File: config.mk
export PLATFORM = sky130hd
export DESIGN_NAME = bmp24_to_rgb565_display_writer
export DESIGN_NICKNAME = d
export VERILOG_FILES = /design/src/rtl/bmp_pkg.sv /design/src/rtl/bmp24_to_rgb565_display_writer.sv /design/src/rtl/bmp_parse.sv /design/src/rtl/bmp_emit.sv
export VERILOG_INCLUDE_DIRS = /design/src /design/src/rtl
export SDC_FILE = /design/constraint.sdc
export NUM_CORES = 1
export LEC_CHECK = 0
export BUFFER_PORTS_ARGS = -buffer_cell sky130_fd_sc_hd__buf_2
export CAP_MARGIN = 20
export CORE_ASPECT_RATIO = 0.7
export CORE_MARGIN = 4
export CORE_UTILIZATION = 55
export DETAILED_ROUTE_END_ITERATION = 6
export PLACE_DENSITY = 0.74
export SLEW_MARGIN = 20
export SYNTH_ARGS = -nofsm -noshare
export SYNTH_HDL_FRONTEND = slang
export SYNTH_SLANG_ARGS = --single-unit
File: constraint.sdc
create_clock -name clk -period 5.7 [get_ports clk]
set_clock_uncertainty 0.1 [all_clocks]
set_input_delay 0.57 -clock clk [delete_from_list [all_inputs] [get_ports clk]]
set_output_delay 0.57 -clock clk [all_outputs]
set_load 0.005 [all_outputs]
File: src/rtl/bmp24_to_rgb565_display_writer_macros.svh
// ----------------------------------------------------------------------------
// BMP to RGB565 display writer assertion macros
// Immediate-antecedent and next-cycle property wrappers, clocked on clk and
// disabled while rst_n is low. They expand to nothing in synthesis.
// ----------------------------------------------------------------------------
`ifndef BMP24_TO_RGB565_DISPLAY_WRITER_MACROS_SVH
`define BMP24_TO_RGB565_DISPLAY_WRITER_MACROS_SVH
`ifndef SYNTHESIS
`define BMP_ASSERT_IMP(lbl, ant, cons) \
  lbl: assert property (@(posedge clk) disable iff (!rst_n) (ant) |-> (cons)) \
    else $error("same-cycle check failed");
`define BMP_ASSERT_NXT(lbl, ant, cons) \
  lbl: assert property (@(posedge clk) disable iff (!rst_n) (ant) |=> (cons)) \
    else $error("next-cycle check failed");
`else
`define BMP_ASSERT_IMP(lbl, ant, cons)
`define BMP_ASSERT_NXT(lbl, ant, cons)
`endif
`endif

File: src/rtl/bmp_pkg.sv
// ----------------------------------------------------------------------------
// BMP to RGB565 display writer package
// Panel geometry, header constants, panel command codes, result kinds and
// the per-byte write plan passed from the parser to the write sequencer.
// ----------------------------------------------------------------------------
package bmp_pkg;

  // Panel and image limits
  localparam int PANEL_WIDTH     = 176;
  localparam int PANEL_HEIGHT    = 132;
  localparam int MAX_IMAGE_WIDTH = 1280;

  // Header layout
  localparam int HDR_LEN   = 34;
  localparam int BIT_COUNT = 24;

  // Field widths
  localparam int CFG_W    = 8;
  localparam int VAL_W    = 16;
  localparam int COL_W    = $clog2(PANEL_WIDTH + 1);
  localparam int ROW_W    = 11;
  localparam int IMG_W_W  = $clog2(MAX_IMAGE_WIDTH + 1);
  localparam int STRIDE_W = $clog2(3 * MAX_IMAGE_WIDTH + 4);

  // Panel commands
  localparam logic [VAL_W-1:0] CMD_CASET = 16'h002A;
  localparam logic [VAL_W-1:0] CMD_PASET = 16'h002B;
  localparam logic [VAL_W-1:0] CMD_RAMWR = 16'h002C;

  // Configuration register indexes
  localparam logic [0:0] REG_COLUMN_OFFSET = 1'b0;
  localparam logic [0:0] REG_ROW_OFFSET    = 1'b1;

  typedef enum logic [2:0] {
    KIND_CMD    = 3'd0,
    KIND_DATA   = 3'd1,
    KIND_DONE   = 3'd2,
    KIND_REJECT = 3'd3,
    KIND_TRUNC  = 3'd4
  } kind_t;

  // Everything one file byte asks of the panel bus
  typedef struct packed {
    logic              win;
    logic              has_data;
    logic              has_status;
    kind_t             status_kind;
    logic [VAL_W-1:0]  col_start;
    logic [VAL_W-1:0]  col_end;
    logic [VAL_W-1:0]  row_addr;
    logic [VAL_W-1:0]  data_word;
  } plan_t;

endpackage

File: src/rtl/bmp24_to_rgb565_display_writer.sv
// ----------------------------------------------------------------------------
// BMP 24-bit to RGB565 display writer
// Parses a 24-bit BMP byte stream and turns it into panel window commands
// and RGB565 pixel writes, with done, rejected and truncated status.
// ----------------------------------------------------------------------------
// Usage:
//   The input channel carries one file byte per transfer, in file order, with
//   in_end_of_file on the last byte. The result channel carries panel writes
//   (command or data) and status words; out_last marks the final write caused
//   by one file byte. cfg_write_en with cfg_index/cfg_data sets the column and
//   row window offsets; write them only while the block is idle.
//   A byte is held in the input register and then decoded; its plan is loaded
//   into the write sequencer's plan register, from which its first write is
//   offered on the result channel.
//   A byte with no write is taken without loading the sequencer; a byte that
//   opens a displayed row causes up to twelve writes, as the write sequencer
//   sends one panel write per cycle while out_ready is high. The next byte is
//   decoded in the same cycle the previous byte's last write transfers.
//   Reset clears the parser to the header phase and both offsets to zero.
//   When out_ready is low the current write holds and the block stops taking
//   bytes once its input register is full; nothing is dropped.
// ----------------------------------------------------------------------------
module bmp24_to_rgb565_display_writer (
  input  logic                       clk,
  input  logic                       rst_n,
  input  logic                       in_valid,
  output logic                       in_ready,
  input  logic [7:0]                 in_file_byte,
  input  logic                       in_end_of_file,
  output logic                       out_valid,
  input  logic                       out_ready,
  output logic [2:0]                 out_kind,
  output logic [bmp_pkg::VAL_W-1:0]  out_value,
  output logic                       out_last,
  input  logic                       cfg_write_en,
  input  logic [0:0]                 cfg_index,
  input  logic [bmp_pkg::CFG_W-1:0]  cfg_data
);
  import bmp_pkg::*;

  logic             in_valid_r;
  logic [7:0]       in_byte_r;
  logic             in_eof_r;
  logic [CFG_W-1:0] column_offset_r;
  logic [CFG_W-1:0] row_offset_r;
  logic             take;
  logic             load;
  logic             emit_free;
  plan_t            plan;
  kind_t            kind;

  assign take     = in_valid_r && emit_free;
  assign load     = take && (plan.win | plan.has_data | plan.has_status);
  assign in_ready = !in_valid_r || take;
  assign out_kind = kind;

  // Hold the incoming byte until the decoder takes it
  always_ff @(posedge clk) begin
    if (!rst_n) begin
      in_valid_r <= 1'b0;
    end else if (in_ready) begin
      in_valid_r <= in_valid;
    end
  end

  always_ff @(posedge clk) begin
    if (in_valid && in_ready) begin
      in_byte_r <= in_file_byte;
      in_eof_r  <= in_end_of_file;
    end
  end

  // Window offset registers
  always_ff @(posedge clk) begin
    if (!rst_n) begin
      column_offset_r <= '0;
      row_offset_r    <= '0;
    end else if (cfg_write_en) begin
      unique case (cfg_index)
        REG_COLUMN_OFFSET: column_offset_r <= cfg_data;
        REG_ROW_OFFSET:    row_offset_r    <= cfg_data;
        default: begin
        end
      endcase
    end
  end

  bmp_parse u_parse (
    .clk             (clk),
    .rst_n           (rst_n),
    .take_i          (take),
    .byte_i          (in_byte_r),
    .eof_i           (in_eof_r),
    .column_offset_i (column_offset_r),
    .row_offset_i    (row_offset_r),
    .plan_o          (plan)
  );

  bmp_emit u_emit (
    .clk         (clk),
    .rst_n       (rst_n),
    .load_i      (load),
    .plan_i      (plan),
    .free_o      (emit_free),
    .out_valid_o (out_valid),
    .out_ready_i (out_ready),
    .out_kind_o  (kind),
    .out_value_o (out_value),
    .out_last_o  (out_last)
  );

endmodule

File: src/rtl/bmp_parse.sv
// ----------------------------------------------------------------------------
// BMP stream parser
// Walks the file one byte per transfer: captures the header, checks it,
// skips cropped rows and row padding, packs BGR into RGB565 and builds the
// write plan for each byte. State advances on every byte taken.
// ----------------------------------------------------------------------------
`include "bmp24_to_rgb565_display_writer_macros.svh"

module bmp_parse (
  input  logic                       clk,
  input  logic                       rst_n,
  input  logic                       take_i,
  input  logic [7:0]                 byte_i,
  input  logic                       eof_i,
  input  logic [bmp_pkg::CFG_W-1:0]  column_offset_i,
  input  logic [bmp_pkg::CFG_W-1:0]  row_offset_i,
  output bmp_pkg::plan_t             plan_o
);
  import bmp_pkg::*;

  typedef enum logic [1:0] {
    PH_HEADER,
    PH_SKIP,
    PH_PIXELS,
    PH_FINISHED
  } phase_t;

  phase_t              phase_r, phase_nxt;
  logic [31:0]         pos_r, pos_nxt;
  logic [31:0]         offset_r, offset_nxt;
  logic [31:0]         width_r, width_nxt;
  logic [31:0]         height_r, height_nxt;
  logic                hdr_bad_r, hdr_bad_nxt;
  logic [31:0]         skip_r, skip_nxt;
  logic [STRIDE_W-1:0] idx_r, idx_nxt;
  logic [ROW_W-1:0]    row_r, row_nxt;
  logic [10:0]         acc_r, acc_nxt;
  logic [1:0]          bph_r, bph_nxt;
  logic [COL_W-1:0]    cols_r, cols_nxt;

  // Geometry derived from the captured header
  logic                wide, tall;
  logic [31:0]         wdiff, hdiff;
  logic [IMG_W_W-1:0]  img_w;
  logic [COL_W-1:0]    shown_w, xs, xe;
  logic [ROW_W-1:0]    shown_h, ystart, row_top;
  logic [STRIDE_W-1:0] st3, stride;

  assign wide    = width_r > 32'(PANEL_WIDTH);
  assign tall    = height_r > 32'(PANEL_HEIGHT);
  assign wdiff   = 32'(PANEL_WIDTH) - width_r;
  assign hdiff   = 32'(PANEL_HEIGHT) - height_r;
  assign img_w   = width_r[IMG_W_W-1:0];
  assign shown_w = wide ? COL_W'(PANEL_WIDTH) : width_r[COL_W-1:0];
  assign xs      = wide ? '0 : wdiff[COL_W:1];
  assign xe      = COL_W'(xs + shown_w - COL_W'(1));
  assign shown_h = tall ? ROW_W'(PANEL_HEIGHT) : height_r[ROW_W-1:0];
  assign ystart  = tall ? '0 : hdiff[ROW_W:1];
  assign row_top = ROW_W'(ystart + shown_h - ROW_W'(1));
  assign st3     = STRIDE_W'({img_w, 1'b0}) + STRIDE_W'(img_w) + STRIDE_W'(3);
  assign stride  = {st3[STRIDE_W-1:2], 2'b00};

  logic [1:0]          lane;
  logic [7:0]          want_byte;
  logic                hdr_fail;
  logic                pix;
  logic                done;
  logic [STRIDE_W-1:0] idx_inc;
  logic                row_end;
  logic [COL_W-1:0]    cols_inc;

  assign lane     = pos_r[1:0] - 2'd2;
  assign idx_inc  = idx_r + STRIDE_W'(1);
  assign row_end  = idx_inc >= stride;
  assign cols_inc = cols_r + COL_W'(1);

  // Work out the next state and the plan for the byte in hand
  always_comb begin
    phase_nxt   = phase_r;
    offset_nxt  = offset_r;
    width_nxt   = width_r;
    height_nxt  = height_r;
    hdr_bad_nxt = hdr_bad_r;
    skip_nxt    = skip_r;
    idx_nxt     = idx_r;
    row_nxt     = row_r;
    acc_nxt     = acc_r;
    bph_nxt     = bph_r;
    cols_nxt    = cols_r;
    pos_nxt     = (pos_r != '1) ? pos_r + 32'd1 : pos_r;
    plan_o.win         = 1'b0;
    plan_o.has_data    = 1'b0;
    plan_o.has_status  = 1'b0;
    plan_o.status_kind = KIND_DONE;
    plan_o.data_word   = '0;
    // Window addresses for the row being opened
    plan_o.col_start   = VAL_W'(column_offset_i) + VAL_W'(xs);
    plan_o.col_end     = VAL_W'(column_offset_i) + VAL_W'(xe);
    plan_o.row_addr    = VAL_W'(row_offset_i) + VAL_W'(row_r);
    pix         = 1'b0;
    done        = 1'b0;
    hdr_fail    = 1'b0;
    want_byte   = 8'd0;

    unique case (phase_r)
      PH_HEADER: begin
        // Little-endian capture of offset, width and height
        if (pos_r >= 32'd10 && pos_r <= 32'd13) begin
          offset_nxt[{lane, 3'b000} +: 8] = byte_i;
        end else if (pos_r >= 32'd18 && pos_r <= 32'd21) begin
          width_nxt[{lane, 3'b000} +: 8] = byte_i;
        end else if (pos_r >= 32'd22 && pos_r <= 32'd25) begin
          height_nxt[{lane, 3'b000} +: 8] = byte_i;
        end
        // Planes, bit count and compression must match byte for byte
        if (pos_r >= 32'd26) begin
          if (pos_r == 32'd26) begin
            want_byte = 8'd1;
          end else if (pos_r == 32'd28) begin
            want_byte = 8'(BIT_COUNT);
          end else if (pos_r == 32'd29) begin
            want_byte = 8'(BIT_COUNT >> 8);
          end
          hdr_bad_nxt = hdr_bad_r | (byte_i != want_byte);
        end
        if (pos_r == 32'(HDR_LEN - 1)) begin
          hdr_fail = hdr_bad_nxt || (width_r == '0) ||
                     (width_r > 32'(MAX_IMAGE_WIDTH)) || (height_r == '0) ||
                     (offset_r < 32'(HDR_LEN));
          if (hdr_fail) begin
            phase_nxt          = PH_FINISHED;
            plan_o.has_status  = 1'b1;
            plan_o.status_kind = KIND_REJECT;
          end else begin
            skip_nxt  = tall ? height_r - 32'(PANEL_HEIGHT) : '0;
            row_nxt   = row_top;
            idx_nxt   = '0;
            cols_nxt  = '0;
            bph_nxt   = 2'd0;
            acc_nxt   = '0;
            phase_nxt = PH_SKIP;
          end
        end
      end
      PH_SKIP: begin
        if (pos_r >= offset_r) begin
          phase_nxt = PH_PIXELS;
          pix       = 1'b1;
        end
      end
      PH_PIXELS: begin
        pix = 1'b1;
      end
      PH_FINISHED: begin
      end
      default: begin
      end
    endcase

    if (pix) begin
      if (skip_r != '0) begin
        // Drop a cropped bottom row
        idx_nxt = row_end ? '0 : idx_inc;
        if (row_end) begin
          skip_nxt = skip_r - 32'd1;
        end
      end else begin
        plan_o.win = (idx_r == '0);
        if (cols_r < shown_w) begin
          unique case (bph_r)
            2'd0: begin
              acc_nxt = {6'd0, byte_i[7:3]};
              bph_nxt = 2'd1;
            end
            2'd1: begin
              acc_nxt = {byte_i[7:2], acc_r[4:0]};
              bph_nxt = 2'd2;
            end
            default: begin
              plan_o.has_data  = 1'b1;
              plan_o.data_word = {byte_i[7:3], acc_r};
              acc_nxt          = acc_r;
              cols_nxt         = cols_inc;
              bph_nxt          = 2'd0;
              if (cols_inc == shown_w && row_r == ystart) begin
                done               = 1'b1;
                phase_nxt          = PH_FINISHED;
                plan_o.has_status  = 1'b1;
                plan_o.status_kind = KIND_DONE;
              end
            end
          endcase
        end
        // Advance through the row, padding included
        if (!done) begin
          idx_nxt = idx_inc;
          if (row_end) begin
            idx_nxt  = '0;
            cols_nxt = '0;
            bph_nxt  = 2'd0;
            row_nxt  = row_r - ROW_W'(1);
          end
        end
      end
    end

    // Close the file: report a reject or truncation if unfinished, return to the header phase
    if (eof_i) begin
      if (phase_nxt == PH_HEADER) begin
        plan_o.has_status  = 1'b1;
        plan_o.status_kind = KIND_REJECT;
      end else if (phase_nxt == PH_SKIP || phase_nxt == PH_PIXELS) begin
        plan_o.has_status  = 1'b1;
        plan_o.status_kind = KIND_TRUNC;
      end
      phase_nxt   = PH_HEADER;
      pos_nxt     = '0;
      offset_nxt  = '0;
      width_nxt   = '0;
      height_nxt  = '0;
      hdr_bad_nxt = 1'b0;
      skip_nxt    = '0;
      idx_nxt     = '0;
      row_nxt     = '0;
      acc_nxt     = '0;
      bph_nxt     = 2'd0;
      cols_nxt    = '0;
    end
  end

  // Hold parser state; advance on each byte taken
  always_ff @(posedge clk) begin
    if (!rst_n) begin
      phase_r   <= PH_HEADER;
      pos_r     <= '0;
      offset_r  <= '0;
      width_r   <= '0;
      height_r  <= '0;
      hdr_bad_r <= 1'b0;
      skip_r    <= '0;
      idx_r     <= '0;
      row_r     <= '0;
      acc_r     <= '0;
      bph_r     <= 2'd0;
      cols_r    <= '0;
    end else if (take_i) begin
      phase_r   <= phase_nxt;
      pos_r     <= pos_nxt;
      offset_r  <= offset_nxt;
      width_r   <= width_nxt;
      height_r  <= height_nxt;
      hdr_bad_r <= hdr_bad_nxt;
      skip_r    <= skip_nxt;
      idx_r     <= idx_nxt;
      row_r     <= row_nxt;
      acc_r     <= acc_nxt;
      bph_r     <= bph_nxt;
      cols_r    <= cols_nxt;
    end
  end

  `BMP_ASSERT_IMP(a_hdr_pos, phase_r == PH_HEADER, pos_r < 32'(HDR_LEN))
  `BMP_ASSERT_IMP(a_cols_bound, phase_r == PH_PIXELS, cols_r <= shown_w)
  `BMP_ASSERT_IMP(a_bph_range, phase_r == PH_PIXELS, bph_r != 2'd3)

endmodule

File: src/rtl/bmp_emit.sv
// ----------------------------------------------------------------------------
// Panel write sequencer
// Holds the plan of one byte and plays it out one panel write per transfer:
// the row window burst, then the pixel word, then the status.
// ----------------------------------------------------------------------------
`include "bmp24_to_rgb565_display_writer_macros.svh"

module bmp_emit (
  input  logic                       clk,
  input  logic                       rst_n,
  input  logic                       load_i,
  input  bmp_pkg::plan_t             plan_i,
  output logic                       free_o,
  output logic                       out_valid_o,
  input  logic                       out_ready_i,
  output bmp_pkg::kind_t             out_kind_o,
  output logic [bmp_pkg::VAL_W-1:0]  out_value_o,
  output logic                       out_last_o
);
  import bmp_pkg::*;

  typedef enum logic [3:0] {
    SLOT_CASET,
    SLOT_XS_HI,
    SLOT_XS_LO,
    SLOT_XE_HI,
    SLOT_XE_LO,
    SLOT_PASET,
    SLOT_YS_HI,
    SLOT_YS_LO,
    SLOT_YE_HI,
    SLOT_YE_LO,
    SLOT_RAMWR,
    SLOT_PIXEL,
    SLOT_STATUS
  } slot_t;

  logic  busy_r;
  slot_t slot_r;
  plan_t plan_r;
  slot_t next_slot;
  slot_t first_slot;
  logic  has_next;

  // Decode the current write and the one after it
  always_comb begin
    out_kind_o  = KIND_DATA;
    out_value_o = '0;
    next_slot   = SLOT_STATUS;
    has_next    = 1'b1;
    unique case (slot_r)
      SLOT_CASET: begin
        out_kind_o  = KIND_CMD;
        out_value_o = CMD_CASET;
        next_slot   = SLOT_XS_HI;
      end
      SLOT_XS_HI: next_slot = SLOT_XS_LO;
      SLOT_XS_LO: begin
        out_value_o = plan_r.col_start;
        next_slot   = SLOT_XE_HI;
      end
      SLOT_XE_HI: next_slot = SLOT_XE_LO;
      SLOT_XE_LO: begin
        out_value_o = plan_r.col_end;
        next_slot   = SLOT_PASET;
      end
      SLOT_PASET: begin
        out_kind_o  = KIND_CMD;
        out_value_o = CMD_PASET;
        next_slot   = SLOT_YS_HI;
      end
      SLOT_YS_HI: next_slot = SLOT_YS_LO;
      SLOT_YS_LO: begin
        out_value_o = plan_r.row_addr;
        next_slot   = SLOT_YE_HI;
      end
      SLOT_YE_HI: next_slot = SLOT_YE_LO;
      SLOT_YE_LO: begin
        out_value_o = plan_r.row_addr;
        next_slot   = SLOT_RAMWR;
      end
      SLOT_RAMWR: begin
        out_kind_o  = KIND_CMD;
        out_value_o = CMD_RAMWR;
        next_slot   = plan_r.has_data ? SLOT_PIXEL : SLOT_STATUS;
        has_next    = plan_r.has_data | plan_r.has_status;
      end
      SLOT_PIXEL: begin
        out_value_o = plan_r.data_word;
        has_next    = plan_r.has_status;
      end
      SLOT_STATUS: begin
        out_kind_o = plan_r.status_kind;
        has_next   = 1'b0;
      end
      default: begin
        has_next = 1'b0;
      end
    endcase
  end

  assign first_slot  = plan_i.win ? SLOT_CASET :
                       (plan_i.has_data ? SLOT_PIXEL : SLOT_STATUS);
  assign out_valid_o = busy_r;
  assign out_last_o  = !has_next;
  assign free_o      = !busy_r || (out_ready_i && !has_next);

  // Track whether a plan is still being played out
  always_ff @(posedge clk) begin
    if (!rst_n) begin
      busy_r <= 1'b0;
    end else if (load_i) begin
      busy_r <= 1'b1;
    end else if (busy_r && out_ready_i && !has_next) begin
      busy_r <= 1'b0;
    end
  end

  // Hold the plan and step through its writes
  always_ff @(posedge clk) begin
    if (load_i) begin
      plan_r <= plan_i;
      slot_r <= first_slot;
    end else if (busy_r && out_ready_i && has_next) begin
      slot_r <= next_slot;
    end
  end

  `BMP_ASSERT_IMP(a_load_free, load_i, free_o)
  `BMP_ASSERT_NXT(a_stall_hold, busy_r && !out_ready_i, busy_r && slot_r == $past(slot_r))
  `BMP_ASSERT_IMP(a_status_last, busy_r && slot_r == SLOT_STATUS, out_last_o)

endmodule
==> results_tabular.tex, run 1 <==
\begin{tabular}{lr}
\hline
Metric & Value \\
\hline
\multicolumn{2}{l}{\textbf{Outcome}} \\
Status & complete, no violations \\
\multicolumn{2}{l}{\textbf{Flow run}} \\
Max cap viols & 0 \\
\multicolumn{2}{l}{\textbf{Yosys}} \\
Area share of the largest cell type after synthesis & 0.2371 \\
Synth Cell Area & 19,000 um\^{}2 \\
Synth Instances & 2,259 \\
Sequential fraction of the synthesis area & 0.3383 \\
Top flip-flop cell by instance count after synthesis & sky130\_fd\_sc\_hd\_\_dfxtp\_1 \\
Syn. warnings & 0 \\
Yosys cell types & 95 \\
EDFF count, synth & 64 \\
Share of flip-flops with an asynchronous set or reset after synthesis & 0 \\
Area leader, netlist & sky130\_fd\_sc\_hd\_\_dfxtp\_1 \\
Average cell area after synthesis & 8.409 um\^{}2 \\
Cells taking the most area after synthesis & sky130\_fd\_sc\_hd\_\_dfxtp\_1 (24\%), sky130\_fd\_sc\_hd\_\_ha\_1 (10\%), sky130\_fd\_sc\_hd\_\_edfxtp\_1 (10\%), sky130\_fd\_sc\_hd\_\_nor2\_1 (4.9\%), sky130\_fd\_sc\_hd\_\_mux2i\_1 (4.8\%) \\
Number of register bits inferred by synthesis & 289 \\
\multicolumn{2}{l}{\textbf{CTS}} \\
Clock tree from TritonCTS & built \\
Clock tree buffer depth & 3 \\
Number of buffers inserted for hold repair after clock tree synthesis & 0 \\
Root buf cell & sky130\_fd\_sc\_hd\_\_clkbuf\_16 \\
Post-CTS Setup Bufs & 0 \\
Number of clock sinks & 289 \\
Clock-pin slew reported for the worst setup and hold paths after clock tree synthesis & 0.07 ns \\
Insertion delay of the later-clocked pin in the worst-skew pair & 0.58 ns \\
Number of H-tree branching levels & 1 \\
Inserted Clock Buffers & 29 \\
\multicolumn{2}{l}{\textbf{Hold path}} \\
Launch instance of the worst min-delay path & in\_file\_byte[5] \\
Worst Hold Class & input pin to flop \\
Hold Path Sink & in\_byte\_r[5] \\
Worst hold stages & 1 \\
\multicolumn{2}{l}{\textbf{Timing}} \\
Top achievable clock speed & 184.4 MHz \\
Final count of pins violating max slew & 0 \\
Min Tclk post-route & 5.424 ns \\
Max\_slew headroom & 0.2597 \\
Hold violation total from the final report & 0 \\
Setup violation total in the final timing report & 0 \\
Worst-margin pin slew & 1.104 ns \\
RSZ-0062 raised after global routing & no \\
Portion of the clock cycle consumed by the worst path in the final layout & 0.9515 \\
Setup TNS & 0 ns \\
\multicolumn{2}{l}{\textbf{Floorplan}} \\
Overall die width & 230.1 um \\
Height of the die & 163.5 um \\
Rows & 56 \\
Effective utilization at floorplan & 0.5625 \\
DIE AREA & 37,620 um\^{}2 \\
Core outline area & 33,770 um\^{}2 \\
Count of pins on the block boundary & 45 \\
\multicolumn{2}{l}{\textbf{GRT}} \\
Leftover overflow at the end of global routing & 0 \\
All-Layer GR Usage & 0.2986 \\
First-pass GRT wire length & 89.81 mm \\
Pin count of the biggest net entering global routing & 105 \\
Number of global-route vias before repair & 15,975 \\
Initial antenna violation count & 3 \\
\multicolumn{2}{l}{\textbf{Cells and area}} \\
Antenna diode count & 0 \\
Layout cells sized above 1 & 0.07477 \\
Layout-stage area growth over the synthesis result & 8.569\% \\
Non-filler cells in the finished layout & 2,751 \\
Top library cells by usage in the layout, fill and taps aside & sky130\_fd\_sc\_hd\_\_nor2\_1 (249), sky130\_fd\_sc\_hd\_\_dfxtp\_1 (225), sky130\_fd\_sc\_hd\_\_nand2\_1 (180) \\
Commonest non-fill, non-tap cell in the layout & sky130\_fd\_sc\_hd\_\_nor2\_1 \\
Final Cell Area & 20,620 um\^{}2 \\
Nets@finish & 2,448 \\
\multicolumn{2}{l}{\textbf{Critical path}} \\
Critical Path Most Common Cell & sky130\_fd\_sc\_hd\_\_nor2\_1 \\
Max FO, Critical Path & 51 \\
Data required time of the critical path & 5.85 ns \\
Worst path arrival time & 5.57 ns \\
Type of the worst setup path & flop to flop \\
Internal reg-to-reg setup slack & 0.28 ns \\
Slowest stage cell, crit path & sky130\_fd\_sc\_hd\_\_dfxtp\_1 \\
Largest stage delay on the critical path & 0.48 ns \\
Startpoint of the worst register-to-register path & u\_parse.width\_r[6] \\
Startpoint type of the worst setup path & flop \\
Number of cells on the worst reg-to-reg path & 22 \\
Crit-path cells & inv\_1 -> ha\_1 -> a21oi\_1 -> a41oi\_1 -> nor4\_2 -> buf\_4 -> nand2\_1 -> inv\_1 -> ha\_1 -> or3\_1 -> a221o\_1 -> nand3b\_1 -> nor4b\_4 -> nand2\_1 -> nor2\_1 -> a211oi\_1 -> ha\_1 -> nor2\_1 -> nor2\_1 -> nor2\_1 -> a21o\_1 -> inv\_4 \\
Sort of element at the end of the critical path & flop \\
Capturing point of the worst reg2reg path & u\_emit.plan\_r[16] \\
\multicolumn{2}{l}{\textbf{Place}} \\
Detailed placer's ending HPWL & 43.12 mm \\
Post-DP Area & 19,680 um\^{}2 \\
Number of placed instances with taps included & 2,698 \\
Number of port buffers & 44 \\
Placer's final routability congestion estimate & 0.9833 \\
\multicolumn{2}{l}{\textbf{Route}} \\
First-pass iteration count of the detailed router & 6 \\
Number of DRC markers in iteration 0 & 1,990 \\
Via count of the routed design & 17,197 \\
Post-detailed-route wirelength per cell & 21.08 um \\
ANT nets after route & 0 \\
Total wire length after detailed routing & 57.99 mm \\
DRC & 0 \\
Detailed-route vias per instance & 6.251 \\
\multicolumn{2}{l}{\textbf{Power}} \\
Peak supply drop & 0.2169 mV \\
Overall power consumption & 4640 uW \\
Static leakage & 0.008606 uW \\
PD cells & 225.0 nW/um\^{}2 \\
\hline
\end{tabular}
metal layers:
| layer | vias to the layer above | routed length [um] | GRT usage |
|---|---|---|---|
| li1 | 8116 | - | - |
| met1 | 8071 | 26860 | 0.4549 |
| met2 | 912 | 22620 | 0.4137 |
| met5 | - | 77 | 0.01172 |
| met4 | 6 | 1153 | 0.05824 |
| met3 | 92 | 7282 | 0.09135 |
through the flow:
step                hold slack, ns  setup WS (ns)    util
floorplan                   0.3383        0.02843       -
global placement            0.3510         0.2658  0.5826
detailed placement          0.3539         0.1483  0.5826
CTS                        0.05838         0.1191  0.6106
global route               0.06045       0.006824  0.6107
finish                     0.07166         0.2763  0.6107
where the power goes:
| part | switching (uW) | internal [uW] |
|---|---|---|
| Clock | 865 | 1090 |
| Sequential | 33.3 | 2130 |
| Combinational | 332 | 190 |
| Total | 1230 | 3410 |
registers in the layout, indices dropped and copies added, names as in the netlist, 12 cells and up:
name and flops:
u_emit.plan_r 51, u_parse.offset_r 32, u_parse.pos_r 32, u_parse.width_r 32, u_parse.idx_r 12, u_parse.height_r 32, u_parse.skip_r 32
worst max path at each step:
stage | start | endpoint | slack, ns | cells after the start
after floorplan | u_parse.width_r[6] | u_emit.plan_r[0] | 0.03 | 22
after global placement | u_parse.width_r[6] | u_emit.plan_r[22] | 0.27 | 21
after detailed placement | u_parse.width_r[6] | u_emit.plan_r[22] | 0.15 | 21
after CTS | u_parse.width_r[6] | u_emit.plan_r[32] | 0.12 | 21
after global routing | u_parse.width_r[6] | u_emit.plan_r[40] | 0.007 | 21
final | u_parse.width_r[6] | u_emit.plan_r[16] | 0.28 | 22
repair_timing:
item                       CTS  global route
hold endpoints to repair     0             0
gates resized for setup      0             2
setup endpoints to repair    0            51
worst max-delay path, delay by kind of cell (launching register included):
family	cells	cell delay, ns
buffers and inverters	4	0.77
and+or+nand+nor	10	1.94
AOI/OAI and AO/OA	5	0.96
adders and majority gates	3	0.83
DFF	1	0.48
final cells by class:
| cell class | count | area [um^2] |
|---|---|---|
| clock buffer | 36 | 762.0 |
| clock inverter | 17 | 182.7 |
| fill | 3014 | 13150 |
| inverter | 135 | 511.7 |
| multi-input combinational | 1725 | 11630 |
| sequential | 289 | 6426 |
| tap | 464 | 580.6 |
| timing repair buffer | 85 | 528.0 |
synthesized netlist by cell type (all sizes together), types with 19 or more instances:
library cell and count:
a21o 34, a21oi 127, a22o 23, a32oi 22
and2 59, buf 21, clkbuf 92, dfxtp 225
edfxtp 64, ha 155, inv 134, mux2i 91
nand2 181, nand2b 24, nand3 74, nand4 33
nor2 251, nor3 62, nor4 39, o21a 19
o21ai 114, or3 31, xnor2 79, xor2 47
logic make-up (layout without fill, tap and decap cells):
group	count (synthesis)	in the layout	share of synthesized area
multiplexers	94	94	0.04973
flip-flops	289	289	0.3383
adder cells (fa/ha/maj)	160	160	0.1074
XOR/XNOR	126	126	0.05809
AND/OR/NAND/NOR	854	854	0.2249
buffers and inverters	248	273	0.05065
AO/OA/AOI/OAI	487	487	0.1708
other	1	4	0.0001974
No activity file was read; power rests on OpenSTA's default activity.
==> run 2: changes to the inputs <==
Settings changed: PLACE_DENSITY 0.74 to 0.71.
Clock period 5.7 ns to 7 ns, I/O delays scaled along.
==> run 2 against run 1 <==
Compared with the run above: hold slack better by 0.12 ns; global-route usage is 0.18 points lower; the run now ends with DRC left; die area stayed put; largest cell class unchanged; final cell count is 0.87% lower; first-iteration DRC count is 4.9% lower; largest power group unchanged.
==> results_tabular.tex, run 2 (same netlist as run 1, synthesis figures left out) <==
\begin{tabular}{lr}
\hline
Metric & Value \\
\hline
\multicolumn{2}{l}{\textbf{Cells and area}} \\
Fill cell total of the finished layout & 3,044 (was 3,014) \\
Layout cells sized above 1 & 0.06499 (was 0.07477) \\
Total area of multi-input combinational cells & 11,640 um\^{}2 (was 11,630 um\^{}2) \\
Top library cells by usage in the layout, fill and taps aside & sky130\_fd\_sc\_hd\_\_nor2\_1 (249), sky130\_fd\_sc\_hd\_\_dfxtp\_1 (225), sky130\_fd\_sc\_hd\_\_nand2\_1 (180) (unchanged) \\
Layout-stage area growth over the synthesis result & 7.469\% (was 8.569\%) \\
Flip-flop count of the largest register, all copies and words added & 51 (unchanged) \\
Sequential cell area & 6426 um\^{}2 (unchanged) \\
Non-filler cells in the finished layout & 2,727 (was 2,751) \\
Reg with most FFs & u\_emit.plan\_r (unchanged) \\
Nets@finish & 2,424 (was 2,448) \\
Commonest non-fill, non-tap cell in the layout & sky130\_fd\_sc\_hd\_\_nor2\_1 (unchanged) \\
\multicolumn{2}{l}{\textbf{Outcome}} \\
Status & complete, but fails checks (was complete, no violations) \\
Violated checks & DRC \\
\multicolumn{2}{l}{\textbf{Critical path}} \\
Sort of element at the end of the critical path & flop (unchanged) \\
Startpoint of the worst register-to-register path & u\_parse.width\_r[6] (unchanged) \\
Worst Setup SP & u\_parse.width\_r[6] (unchanged) \\
Crit-path cells & inv\_1 -> ha\_1 -> a21oi\_1 -> a41oi\_1 -> or4\_1 -> nor2\_1 -> ha\_1 -> o21a\_1 -> o21ai\_0 -> a21oi\_1 -> o32a\_1 -> a2111oi\_4 -> nand2\_1 -> nor2\_1 -> a211oi\_1 -> ha\_1 -> nor2\_1 -> nor2\_1 -> nor2\_1 -> a21o\_1 -> inv\_2 (was inv\_1 -> ha\_1 -> a21oi\_1 -> a41oi\_1 -> nor4\_2 -> buf\_4 -> nand2\_1 -> inv\_1 -> ha\_1 -> or3\_1 -> a221o\_1 -> nand3b\_1 -> nor4b\_4 -> nand2\_1 -> nor2\_1 -> a211oi\_1 -> ha\_1 -> nor2\_1 -> nor2\_1 -> nor2\_1 -> a21o\_1 -> inv\_4) \\
Critical path's top delay family & compound AO/OA/AOI/OAI gates (was simple AND/OR/NAND/NOR gates) \\
Worst path arrival time & 6.08 ns (was 5.57 ns) \\
Type of the worst setup path & flop to flop (unchanged) \\
Max FO, Critical Path & 51 (unchanged) \\
Data required time of the critical path & 7.11 ns (was 5.85 ns) \\
Slowest stage cell, crit path & sky130\_fd\_sc\_hd\_\_inv\_2 (was sky130\_fd\_sc\_hd\_\_dfxtp\_1) \\
Critical Path Most Common Cell & sky130\_fd\_sc\_hd\_\_nor2\_1 (unchanged) \\
Largest stage delay on the critical path & 0.76 ns (was 0.48 ns) \\
Startpoint type of the worst setup path & flop (unchanged) \\
CP bufs+invs & 2 (was 4) \\
\multicolumn{2}{l}{\textbf{Timing}} \\
Final count of pins violating max slew & 0 (unchanged) \\
Setup violation total in the final timing report & 0 (unchanged) \\
Max\_slew headroom & 0.3056 (was 0.2597) \\
Min Tclk post-route & 5.972 ns (was 5.424 ns) \\
Portion of the clock cycle consumed by the worst path in the final layout & 0.8532 (was 0.9515) \\
Setup TNS & 0 ns (unchanged) \\
Hold violation total from the final report & 0 (unchanged) \\
Top achievable clock speed & 167.4 MHz (was 184.4 MHz) \\
Worst hold-check slack & 0.1905 ns (was 0.07166 ns) \\
RSZ-0062 raised after global routing & no (unchanged) \\
Worst-margin pin slew & 1.039 ns (was 1.104 ns) \\
\multicolumn{2}{l}{\textbf{Route}} \\
Detailed-route vias per instance & 6.293 (was 6.251) \\
Met3 layer wire length in the routed design & 7.380 mm (was 7.282 mm) \\
Detailed-routed wire length on met2 & 22.01 mm (was 22.62 mm) \\
Via count of the routed design & 17,161 (was 17,197) \\
Post-detailed-route wirelength per cell & 21.05 um (was 21.08 um) \\
Max Used Layer & met5 (unchanged) \\
Total wire length after detailed routing & 57.41 mm (was 57.99 mm) \\
Number of DRC markers in iteration 0 & 1,892 (was 1,990) \\
DRC & 1 (was 0) \\
Wl on met1 & 26.43 mm (was 26.86 mm) \\
First-pass iteration count of the detailed router & 7 (was 6) \\
ANT nets after route & 0 (unchanged) \\
\multicolumn{2}{l}{\textbf{Power}} \\
Portion of total power attributed to the clock network & 0.416 (was 0.422) \\
PD cells & 182.5 nW/um\^{}2 (was 225.0 nW/um\^{}2) \\
Combinational Power Share & 0.111 (was 0.112) \\
Total internal power & 2741 uW (was 3409 uW) \\
Peak supply drop & 0.1904 mV (was 0.2169 mV) \\
Relative contribution of sequential cells to total power & 0.473 (was 0.466) \\
Overall power consumption & 3725 uW (was 4640 uW) \\
Static leakage & 0.008483 uW (was 0.008606 uW) \\
Sw power & 983.5 uW (was 1231 uW) \\
Sw frac & 0.2640 (was 0.2652) \\
\multicolumn{2}{l}{\textbf{Place}} \\
Number of placed instances with taps included & 2,674 (was 2,698) \\
Detailed placer's ending HPWL & 42.21 mm (was 43.12 mm) \\
Number of port buffers & 44 (unchanged) \\
Placer's final routability congestion estimate & 0.9686 (was 0.9833) \\
\multicolumn{2}{l}{\textbf{CTS}} \\
Clock tree buffer depth & 3 (unchanged) \\
Clock tree from TritonCTS & built (unchanged) \\
Clock-pin slew reported for the worst setup and hold paths after clock tree synthesis & 0.07 ns (about the same) \\
Post-CTS Setup Bufs & 0 (unchanged) \\
Root buf cell & sky130\_fd\_sc\_hd\_\_clkbuf\_16 (unchanged) \\
Number of clock sinks & 289 (unchanged) \\
CTS resizes & 0 (unchanged) \\
Inserted Clock Buffers & 29 (unchanged) \\
Number of H-tree branching levels & 1 (unchanged) \\
Insertion delay of the later-clocked pin in the worst-skew pair & 0.59 ns (was 0.58 ns) \\
Number of buffers inserted for hold repair after clock tree synthesis & 0 (unchanged) \\
\multicolumn{2}{l}{\textbf{Floorplan}} \\
Effective utilization at floorplan & 0.5625 (unchanged) \\
DIE AREA & 37,620 um\^{}2 (unchanged) \\
Count of pins on the block boundary & 45 (unchanged) \\
Core outline area & 33,770 um\^{}2 (unchanged) \\
Rows & 56 (unchanged) \\
Overall die width & 230.1 um (unchanged) \\
Height of the die & 163.5 um (unchanged) \\
\multicolumn{2}{l}{\textbf{GRT}} \\
Leftover overflow at the end of global routing & 0 (unchanged) \\
Pin count of the biggest net entering global routing & 96 (was 105) \\
All-Layer GR Usage & 0.2968 (was 0.2986) \\
Number of global-route vias before repair & 15,861 (was 15,975) \\
Initial antenna violation count & 3 (unchanged) \\
First-pass GRT wire length & 89.08 mm (was 89.81 mm) \\
\multicolumn{2}{l}{\textbf{Hold path}} \\
Worst Hold Class & input pin to flop (unchanged) \\
Launch instance of the worst min-delay path & in\_file\_byte[0] (was in\_file\_byte[5]) \\
\multicolumn{2}{l}{\textbf{Flow run}} \\
Max cap viols & 0 (unchanged) \\
\hline
\end{tabular}
## run 2: cell types whose count changed in the layout (fill, tap and decap cells not counted), sizes merged
cell,change
buf,-24
clkbuf,+4
clkinvlp,-2
bufinv,-1
clkinv,-1
diode,+1
inv,-1
## run 2: cell type report
| class | instances | share of cell area |
|---|---|---|
| clock inverter | 12 | 0.006435 |
| inverter | 135 | 0.02494 |
| tap | 464 | 0.02844 |
| clock buffer | 40 | 0.03818 |
| timing repair buffer | 61 | 0.01704 |
| multi-input combinational | 1725 | 0.5701 |
| antenna | 1 | 0.0001226 |
| sequential | 289 | 0.3148 |
## run 2: final timing paths
path	end	slack [ns]	cells after the start
setup / recovery	u_emit.plan_r[32]	1.03	21
hold / removal	in_byte_r[0]	0.19	1
setup reg to reg	u_emit.plan_r[32]	1.03	21
hold reg to reg	row_offset_r[6]	0.37	2
## run 2: worst reg2reg max path, delay by kind of cell (launching register included)
family / cells / cell delay [ns]
AO/OA/AOI/OAI: 9 / 1.66
buffers and inverters: 2 / 0.93
adder cells (fa/ha/maj): 3 / 0.88
flip-flops: 1 / 0.48
AND/OR/NAND/NOR: 7 / 1.54
## run 2: power by group through the flow
stage          clock network [uW]  registers, uW  logic (uW)
6_report                     1550           1760         412
5_1_grt                      1650           1760         452
4_1_cts                      1570           1760         404
3_5_place_dp                    0           1800         402
3_3_place_gp                    0           1800         395
2_1_floorplan                   0           1780         301
## run 2: metal layers
metal  global-route usage  vias up
li1                     -     8068
met2               0.4046      876
met5              0.01432        -
met3              0.09920      117
met4              0.07335        6
met1               0.4457     8094
## run 2: per-stage QoR
step | util | setup WS (ns) | cell area [um^2]
floorplan | - | 1.328 | 19010
global placement | 0.5774 | 1.324 | 19500
detailed placement | 0.5774 | 1.187 | 19500
CTS | 0.6044 | 1.138 | 20410
global route | 0.6044 | 0.6470 | 20410
finish | 0.6045 | 1.028 | 20410
